===== src/rtl/olal_pkg.sv =====
// Shared types and constants for the ordered array list engine.
`default_nettype none

package olal_pkg;

    typedef logic [1:0] t_mode;
    typedef logic [1:0] t_status;

    localparam t_mode MODE_INSERT = 2'd0;
    localparam t_mode MODE_SEARCH = 2'd1;
    localparam t_mode MODE_DELETE = 2'd2;
    localparam t_mode MODE_CLEAR  = 2'd3;

    localparam t_status ST_OK        = 2'd0;
    localparam t_status ST_NOT_FOUND = 2'd1;
    localparam t_status ST_RANGE     = 2'd2;
    localparam t_status ST_FULL      = 2'd3;

    localparam int unsigned VALUE_W = 32;
    localparam int unsigned POS_W   = 7;
    localparam int unsigned INDEX_W = 6;
    localparam int unsigned COUNT_W = 7;

    typedef struct packed {
        t_mode                     mode;
        logic signed [VALUE_W-1:0] value;
        logic [POS_W-1:0]          position;
    } t_cmd;

    typedef struct packed {
        t_status            status;
        logic [INDEX_W-1:0] found_index;
        logic [COUNT_W-1:0] element_count;
    } t_res;

    typedef enum logic [1:0] {
        CELL_HOLD,
        CELL_INSERT,
        CELL_COMPARE,
        CELL_MOVE
    } t_cell_op;

    typedef struct packed {
        t_cell_op           op;
        logic [VALUE_W-1:0] key;
    } t_cell_ctl;

    typedef enum logic [2:0] {
        S_IDLE,
        S_EXEC,
        S_SCAN,
        S_FETCH,
        S_MOVE,
        S_RESP
    } t_state;

endpackage

`default_nettype wire


===== src/rtl/olal_cell.sv =====
// One list slot: holds an entry, shifts from its lower neighbor, compares and reloads.
`default_nettype none

module olal_cell #(
    parameter int CW  = 7,
    parameter int IDX = 0
) (
    input  wire                              i_clk,
    input  wire olal_pkg::t_cell_ctl         i_ctl,
    input  wire [CW-1:0]                     i_pos,
    input  wire [CW-1:0]                     i_count,
    input  wire [CW-1:0]                     i_sel,
    input  wire [olal_pkg::VALUE_W-1:0]      i_prev,
    output logic [olal_pkg::VALUE_W-1:0]     o_data,
    output logic                             o_match,
    output logic [olal_pkg::VALUE_W-1:0]     o_pick
);

    localparam logic [CW-1:0] MY_IDX = CW'(IDX);

    logic [olal_pkg::VALUE_W-1:0] r_data;
    logic [olal_pkg::VALUE_W-1:0] n_data;
    logic                         r_match;
    logic                         n_match;

    always_comb begin
        n_data  = r_data;
        n_match = r_match;
        case (i_ctl.op)
            olal_pkg::CELL_INSERT: begin
                if (MY_IDX == i_pos) begin
                    n_data = i_ctl.key;
                end else if ((MY_IDX > i_pos) && (MY_IDX <= i_count)) begin
                    n_data = i_prev;
                end
            end
            olal_pkg::CELL_COMPARE: begin
                n_match = (r_data == i_ctl.key) && (MY_IDX < i_count);
            end
            olal_pkg::CELL_MOVE: begin
                if (MY_IDX == i_sel) begin
                    n_data = i_ctl.key;
                end
            end
            default: begin
            end
        endcase
    end

    always_ff @(posedge i_clk) begin
        r_data  <= n_data;
        r_match <= n_match;
    end

    assign o_data  = r_data;
    assign o_match = r_match;
    assign o_pick  = (MY_IDX == i_sel) ? r_data : '0;

endmodule

`default_nettype wire


===== config.mk =====
export PLATFORM = sky130hd
export DESIGN_NAME = olal_cell
export DESIGN_NICKNAME = d
export VERILOG_FILES = /design/src/rtl/olal_pkg.sv /design/src/rtl/olal_cell.sv
export SDC_FILE = /design/constraint.sdc
export NUM_CORES = 1
export LEC_CHECK = 0
export BUFFER_PORTS_ARGS = -buffer_cell sky130_fd_sc_hd__buf_2
export CAP_MARGIN = 20
export CORE_MARGIN = 3
export CORE_UTILIZATION = 25
export DETAILED_ROUTE_END_ITERATION = 7
export SLEW_MARGIN = 20
export SYNTH_ARGS = -nofsm -noshare
export SYNTH_HDL_FRONTEND = slang
export SYNTH_SLANG_ARGS = --single-unit
export TNS_END_PERCENT = 1

===== constraint.sdc =====
create_clock -name i_clk -period 2.64 [get_ports i_clk]
set_clock_uncertainty 0.2 [all_clocks]
set_input_delay 0.132 -clock i_clk [delete_from_list [all_inputs] [get_ports i_clk]]
set_output_delay 0.132 -clock i_clk [all_outputs]
set_load 0.1 [all_outputs]

### After elaboration in Yosys (flattened, before gate mapping)

Index checks and enable logic that the tools add are counted.

| storage, ports and cells | value |
|---|---|
| register bits | 33 |
| bits in latches | 0 |
| RAM bits | 0 |
| ROM bits | 0 |
| output and inout port bits | 65 |
| memories kept | 0 |

| operators by class | value |
|---|---|
| $add $sub $neg | 0 |
| multiply operators | 0 |
| divide/modulo/power cells | 0 |
| $lt $le $gt $ge | 3 |
| equal/unequal tests | 6 |
| shift operators | 0 |
| multiplexer cells | 5 |
| bitwise operators | 0 |
| reduce and logical (&&, ||, !) cells | 6 |

Operators by type and width:

| operator | count |
|---|---|
| $mux 32 | 4 |
| $pmux 32 s2 | 1 |
| $eq 32x32->1 | 1 |
| $logic_not 7->1 | 2 |
| $gt 1x7->1 const A | 1 |
| $le 1x7->1 const A | 1 |
| $lt 1x7->1 const A | 1 |
| $eq 2x2->1 const B | 2 |
| $ne 3x3->1 const B | 1 |
| $reduce_and 3->1 | 1 |
| $eq 2x1->1 const B | 1 |
| $logic_and 1x1->1 | 2 |
| $ne 2x2->1 const B | 1 |
| $reduce_bool 2->1 | 1 |

### Depth between registers and ports, before layout

Gate-level depths: netlist of run 1.

| logic depth | value |
|---|---|
| depth in word-level cells | 5 |
| mapped depth | 5 |

### Least setup slack after synthesis of run 1

OpenSTA, ideal clock, no wires.

| timing path | value |
|---|---|
| kind | input to register |
| start | input i_sel[2] |
| end | register r_data, in the netlist o_data[0] (enable) |
| setup time | 391 ps |
| arrival time | 1845 ps |
| data required time | 2049 ps |
| setup slack | 204 ps |
| cell stages on the path | 4 |
| cell sequence | or4_4 nor4_4 and2_2 o21a_1 |

| between the ends | value |
|---|---|
| cells in the longest elaborated chain, start to end | 3 |

RTL lines:

| element | line | text |
|---|---|---|
| start: declaration | olal_cell.sv:12 | `input wire [CW-1:0] i_sel,` |
| $logic_not 7->1 | olal_cell.sv:41 | `if (MY_IDX == i_sel) begin` |
| $ne 2x2->1 (no source line) | - |  |
| $reduce_and 3->1 (no source line) | - |  |
| end signal: assignment | olal_cell.sv:51 | `r_data <= n_data;` |
| end: declaration | olal_cell.sv:21 | `logic [olal_pkg::VALUE_W-1:0] r_data;` |

No other way between the ends.
A chain may end at the register's enable or synchronous reset.

### Worst setup path in the final report of run 1

| timing path | value |
|---|---|
| start | input i_ctl[32] (netlist bit) |
| end | register r_data, in the netlist o_data[23] (data pin) |

| between the ends | value |
|---|---|
| cells in the longest elaborated chain, start to end | 2 |
| elaborated cells on any way between the ends | 3 |

RTL lines:

| element | line | text |
|---|---|---|
| start: declaration | olal_cell.sv:9 | `input wire olal_pkg::t_cell_ctl i_ctl,` |
| $eq 2x2->1 or $eq 2x1->1 (tied branches) | olal_cell.sv:29 | `case (i_ctl.op)` |
| $pmux 32 s2 * | olal_cell.sv:29 |  |
| named net n_data, one bit | olal_cell.sv:22 | `logic [olal_pkg::VALUE_W-1:0] n_data;` |

The timed path passes the listed nets; every way through them passes the cells marked *.

==> results of run 1 <==
[through the flow]
step	power (mW)	worst slack (ns)	hold WS [ns]	utilization	std cells
2_1_floorplan	0.698	0.204	0.125	-	159
3_3_place_gp	0.792	0.628	0.236	0.437	411
3_5_place_dp	0.796	0.573	0.238	0.437	411
4_1_cts	1.26	0.376	0.0500	0.530	484
5_1_grt	1.31	0.291	0.0767	0.530	484
6_report	1.25	0.350	0.0534	0.530	484
[path summary, 6_finish.rpt]
check	start	to	cells after the start
setup reg to reg	o_data[4]	o_match	4
hold reg to reg	o_data[10]	o_match	3
hold / removal	i_ctl[33]	o_match	2
setup / recovery	i_ctl[32]	o_data[23]	7
[worst register-to-register path, cell delays in order (launching register included)]
cell       delay [ns]
edfxtp_1         0.43
xor2_1           0.16
nor4_1           0.48
nand4_1          0.17
a2111oi_0        0.35
[metal layers]
metal / track usage / up-vias / share of wire
met5: 0 / - / 0
met3: 0.0341 / 4 / 0.089
met4: 0.0327 / 0 / 0.0074
met2: 0.272 / 94 / 0.53
met1: 0.154 / 964 / 0.38
li1: - / 1014 / -
[power by group]
| part | switching (mW) | internal, mW | total (mW) |
|---|---|---|---|
| Sequential | 0.00176 | 0.583 | 0.584 |
| Clock | 0.182 | 0.188 | 0.369 |
| Combinational | 0.109 | 0.185 | 0.295 |
| Total | 0.293 | 0.956 | 1.25 |
[area by class of cell]
cell class,count,area [um^2]
Fill cell,712,3690
Tap cell,102,128
Timing Repair Buffer,221,1930
Multi-Input combinational cell,120,1030
Clock buffer,8,80.1
Sequential cell,33,991
[sequential cells by signal (all words and copies together) (netlist names)]
register  flops
o_data       32
o_match       1
[logic make-up after synthesis]
kind of cell,after synthesis,synth area share
simple gates,54,0.181
compound gates,2,0.00794
mux,32,0.176
xor+xnor,32,0.137
flops,33,0.484
buf+inv,6,0.0146
[layout by cell type (no fill, tap or decap), types with 2 or more instances in the layout]
| master | synthesis | routed |
|---|---|---|
| nand4_1 | 2 | 2 |
| and2_2 | 22 | 22 |
| mux2_2 | 32 | 32 |
| clkbuf_1 | 0 | 3 |
| nor4_1 | 9 | 9 |
| buf_2 | 3 | 120 |
| xnor2_1 | 4 | 4 |
| nand2_1 | 3 | 3 |
| nor3_1 | 2 | 2 |
| buf_12 | 0 | 33 |
| dlygate4sd3_1 | 0 | 65 |
| edfxtp_1 | 33 | 33 |
| and2_1 | 11 | 11 |
| buf_4 | 0 | 3 |
| clkbuf_8 | 0 | 5 |
| xor2_1 | 28 | 28 |
[timing repair]
| item | 4_1_cts | 5_1_grt |
|---|---|---|
| hold endpoints to repair | 33 | 0 |
| endpoints found under the setup margin | 0 | 0 |
| hold buffers | 65 | 0 |
==> results list, run 1 <==
- The number of pins with negative max-slew slack in the final report came to 0.
- CTS tree: built
- The total area inside the core boundary comes to 7850 um^2.
* Run status: finished clean
- Worst path arrival time: 2.12 ns
- Family with the most delay on the worst path: buffers and inverters
* Area delta synth->final: 103%
* Sinks on Clock Net: 33
* Placed standard-cell area: 3430 um^2
- Area fraction of the dominant cell type after synthesis: 0.484
- In this run the clock root is driven by a clkbuf_8.
- Unrepaired setup endpoints after global routing: false
* Count of unresolved DRC violations after routing: 0
- Global routing finished with a remaining overflow of 0.
- Avg Inst Size Synth: 12.9 um^2
- The synthesized design contains 33 enable-type register cells.
- Endpoints failing setup: 0
* Number of optimization iterations in the first detailed-route pass: 4
* Wire length of the first global-routing pass: 10000 um
- Leading cell types by count after synthesis: edfxtp_1, mux2_2, xor2_1, and2_2, and2_1
- Peak supply drop: 0.212 mV
* Die Ht: 96.5 um
- 153 I/O pins were placed.
* Number of buffers on the longest clock path: 2
- FFs w/ async S/R, synth: 0
- The die is 96.5 um wide.
* Time the worst path needs with I/O delays and setup: 2.29 ns
- Of all cell types, the one taking the most synthesized area is edfxtp_1.
- Initial Utilization: 0.261
- Buffers plus inverters on the worst setup path: 4
- Wirelength per Cell: 14.3 um
- At the worst endpoint, the required time is 2.47 ns.
* Via total after detailed routing: 2076
* Setup crit end kind: register
- STA classifies the critical path startpoint as a primary input.
- Count of warnings emitted by yosys: 0
- In the final layout, the share of cells above drive strength 1 is 0.568.
- Number of maximum-capacitance violations: 0
- Worst-path maximum fanout: 18
* Initial antenna violation count: 0
- Post-CTS setup buffers: 0
* Cell Area, Synth: 2050 um^2
* Predominant post-synthesis flop cell: edfxtp_1
* Number of antenna cells inserted: 0
* Setup slack of the worst register-to-register path: 0.63 ns
- At the pin with the least slew margin, the transition time is 0.492 ns.
- Class of the most critical hold timing path: in -> reg
* Areal power density over the cells: 300 nW/um^2
- Clock slew seen by the registers of the worst setup and hold paths: 0.07 ns
- Post-detailed-route count of antenna-violating nets: 0
- Dividing the final minimum period by the clock period gives 0.868.
- Vias/cell: 4.29
* Die footprint: 9320 um^2
- The final hold violation count was 0.
* Number of standard cells after synthesis: 159
- In this run, post-CTS repair resized a total of 0 instances.
* CTS HTree Levels: 2
- The via count of the first global-routing pass was 2132.
* CP peak stage delay: 0.57 ns
- Non-Filler Cell Area, Final: 4160 um^2
* Number of nets at the end of the flow: 469
- Count of input and output buffers: 152
* Dominant cell by count in the synthesized netlist: edfxtp_1
- The detailed router finished its first iteration with 44 violations.
* Placer Congestion: 0.701
- By area the synthesized netlist is led by edfxtp_1, mux2_2, xor2_1.
- Entering global routing, the biggest net connects 33 pins.
* Synthesis-stage register bit count: 33
* Clk Latency, worst-skew pair: 0.28 ns
- The critical path is of the in -> reg type.
- Setup total negative slack: 0 ns
- Max-Slew Margin vs Limit: 0.669
- HPWL reported at the end of detailed placement: 4990 um
- Count of unique library cells instantiated by Yosys: 19
- For this block, the routed nets add up to 6920 um of wire.
- Row generation in the floorplan step produced 32 rows.
- Among all stages on the critical path, the largest delay is contributed by dlygate4sd3_1.
- For this run, the total global-route usage over all layers was measured as 0.141.
* Leakage power of the design: 1.76 nW
* Fmax: 0.437 GHz
- The share of the Yosys chip area taken by registers is 0.484.
* Ordered list of cells on the worst path: dlygate4sd3_1, buf_2, nand2_1, nand2_1, buf_4, mux2_2, dlygate4sd3_1
- Post-synthesis net count: 247
- In this run, CTS created clock tree buffers numbering 5.
No activity file was read; power rests on OpenSTA's default activity.
==> run 2: changes to the inputs <==
- CORE_UTILIZATION: 25 -> 40
- PLACE_DENSITY: not set -> 0.8
==> run 2 against run 1 <==
Maximum frequency is 0.66% higher; utilization is 32 points higher; die area is 35% lower; largest cell class unchanged; highest routed layer unchanged.
==> results list, run 2 (synthesis results as in run 1) <==
- Num CTS Buffers: 5
- For this run, the total global-route usage over all layers was measured as 0.249.
- The final hold violation count came to 0.
- The run finished with clean final reports.
- Once the clock tree was built, the resizer swapped 0 gates to a different size.
* I/O pin total: 153
- Post-detailed-route count of antenna-violating nets: 0
- After routing, the total negative slack on setup checks comes to 0 ns.
* Die span in x: 77.6 um
* Leakage power of the design: 1.76 nW
- Number of optimization iterations in the first detailed-route pass: 4
* Hold endpoint: o_match
- Count of input and output buffers: 152
- Register area: 991 um^2
- Setup slack of the worst register-to-register path: 0.62 ns
- The min-delay analysis places its worst path in the category in -> reg.
* Final Routed Wirelength: 7490 um
- Summing all placed instances gives a cell area of 3390 um^2.
- Counting instances, the worst hold path has a depth of 2.
- TritonCTS built the clock tree.
- After the first detailed-routing iteration, the DRC count stood at 96.
- In the finished design, the share of the clock period the worst path needs comes to 0.862.
- The slowest stage of the critical path is the dlygate4sd3_1 cell.
- At the worst endpoint, the required time is 2.47 ns.
- Register share of total power: 0.468
- Unrepaired setup endpoints after global routing: false
- Remaining global-route overflow: 0
* CTS HTree Levels: 2
- Wire length of the first global-routing pass: 11600 um
- After detailed routing, the average wire length per cell comes to 16.7 um.
- Fraction of final layout cells with drive strength greater than 1: 0.571
* Vias/cell: 4.88
- Of the total power, the share spent switching nets is 0.243.
- The repair_antennas step left the layout with diodes totalling 0.
- Worst r2r dst: o_match
- In this run the critical register-to-register path is launched from o_data[6].
* Placer Congestion: 0.704
* Non-Filler Cell Area, Final: 4120 um^2
- STA classifies the critical path startpoint as a primary input.
- Post-cts hold buffer count: 65
- Entering global routing, the biggest net connects 33 pins.
- Most frequent standard cell in the layout excluding fill and tap cells: buf_2
- Max-cap violations in this run came to 0.
- Measured slew at the worst slew-check pin: 0.479 ns
- The worst setup path is of the in -> reg kind.
- Max FFs per register: 32
- For the worst setup path, the data arrival time is 2.10 ns.
- CP peak stage delay: 0.57 ns
- Time the worst path needs with I/O delays and setup: 2.28 ns
- Clk Latency, worst-skew pair: 0.28 ns
- Traced cell by cell, the critical path runs through dlygate4sd3_1, buf_2, nand2_1, nand2_1, buf_4, mux2_2, dlygate4sd3_1.
* Post-CTS setup buffers: 0
- The share of total power dissipated in the clock network is 0.291.
- Internal power consumption: 0.946 mW
- Detailed placement ended at an HPWL of 4870 um.
- For this configuration, the core starts out at a cell density of 0.423.
- Sinks on Clock Net: 33
- The final layout contains 469 nets.
- Clock slew seen by the registers of the worst setup and hold paths: 0.07 ns
- Number of pins with negative max-slew slack in the final report: 0
* Worst-path maximum fanout: 15
* Peak supply drop: 0.310 mV
- Max-Slew Margin vs Limit: 0.678
- Area delta synth->final: 101%
- STA classifies the critical path endpoint as a register.
* Areal power density over the cells: 303 nW/um^2
- The via count of the first global-routing pass came to 2434.
* Initial antenna violation count: 0
- The floorplan step defined a die boundary enclosing 6020 um^2.
* Die Ht: 77.6 um
* Startpoint of the tightest hold check path: i_ctl[33]
- The clock passes through at most 2 buffers.
- Combinational Power Share: 0.241
- The floorplan step defined a core boundary enclosing 4850 um^2.
- Leaving out fill and tap cells, the most frequent cells in the layout are buf_2, dlygate4sd3_1, edfxtp_1, buf_12, mux2_2.
- Worst Reg2Reg Path Length in Cells: 4
- After detailed routing, the number of remaining DRC violations is 0.
- In the final layout, the multi-input gates occupy 1030 um^2.
* Hold Worst Slack: 0.0437 ns
- Root Buffer Master: clkbuf_8
* Fmax: 0.440 GHz
- Cell Rows: 25
- Endpoints failing setup: 0
- Core Util, Final: 0.850
- In this run the power spent charging and discharging nets is 0.303 mW.
- Detailed routing inserted a total of 2189 vias.
- Number of filler cells placed in the layout: 258
-- run 2: layout make-up --
class / count / share of cell area
clock inverters: 3 / 0.00304
flip-flops and latches: 33 / 0.241
clock buffers: 5 / 0.0167
multi-input cells: 120 / 0.250
repair buffers: 221 / 0.470
well taps: 67 / 0.0204
-- run 2: per-layer routing --
| layer | global-route usage | wire [um] | vias up |
|---|---|---|---|
| met3 | 0.0638 | 592 | 15 |
| li1 | - | - | 1015 |
| met4 | 0.0890 | 176 | 0 |
| met1 | 0.243 | 2570 | 1025 |
| met2 | 0.492 | 4150 | 134 |
| met5 | 0 | 0 | - |
-- run 2: how the worst max path moves through the flow --
| stage | start | end | slack [ns] | cells past startpoint |
|---|---|---|---|---|
| floorplan | i_sel[2] | o_data[0] | 0.20 | 4 |
| global placement | i_sel[2] | o_data[1] | 0.66 | 6 |
| detailed placement | i_sel[2] | o_data[14] | 0.64 | 6 |
| CTS | i_ctl[32] | o_data[15] | 0.40 | 7 |
| global route | i_ctl[32] | o_data[20] | 0.30 | 7 |
| finish | i_ctl[32] | o_data[22] | 0.36 | 7 |
-- run 2: critical path, delay by kind of cell --
kind / cells / cell delay, ns
simple gates: 2 / 0.13
mux: 1 / 0.37
buf+inv: 4 / 1.46
-- run 2: power by group through the flow --
stage	clock network, mW	logic (mW)	registers, mW
floorplan	0	0.0864	0.612
global placement	0	0.193	0.596
detailed placement	0	0.199	0.596
CTS	0.367	0.292	0.585
global route	0.395	0.323	0.584
finish	0.363	0.302	0.585
-- run 2: through the flow --
step / total power, mW / std cells / worst slack, ns
after detailed placement: 0.795 / 376 / 0.635
after floorplan: 0.698 / 159 / 0.204
after global routing: 1.30 / 449 / 0.299
final: 1.25 / 449 / 0.365
after CTS: 1.24 / 449 / 0.397
after global placement: 0.789 / 376 / 0.656
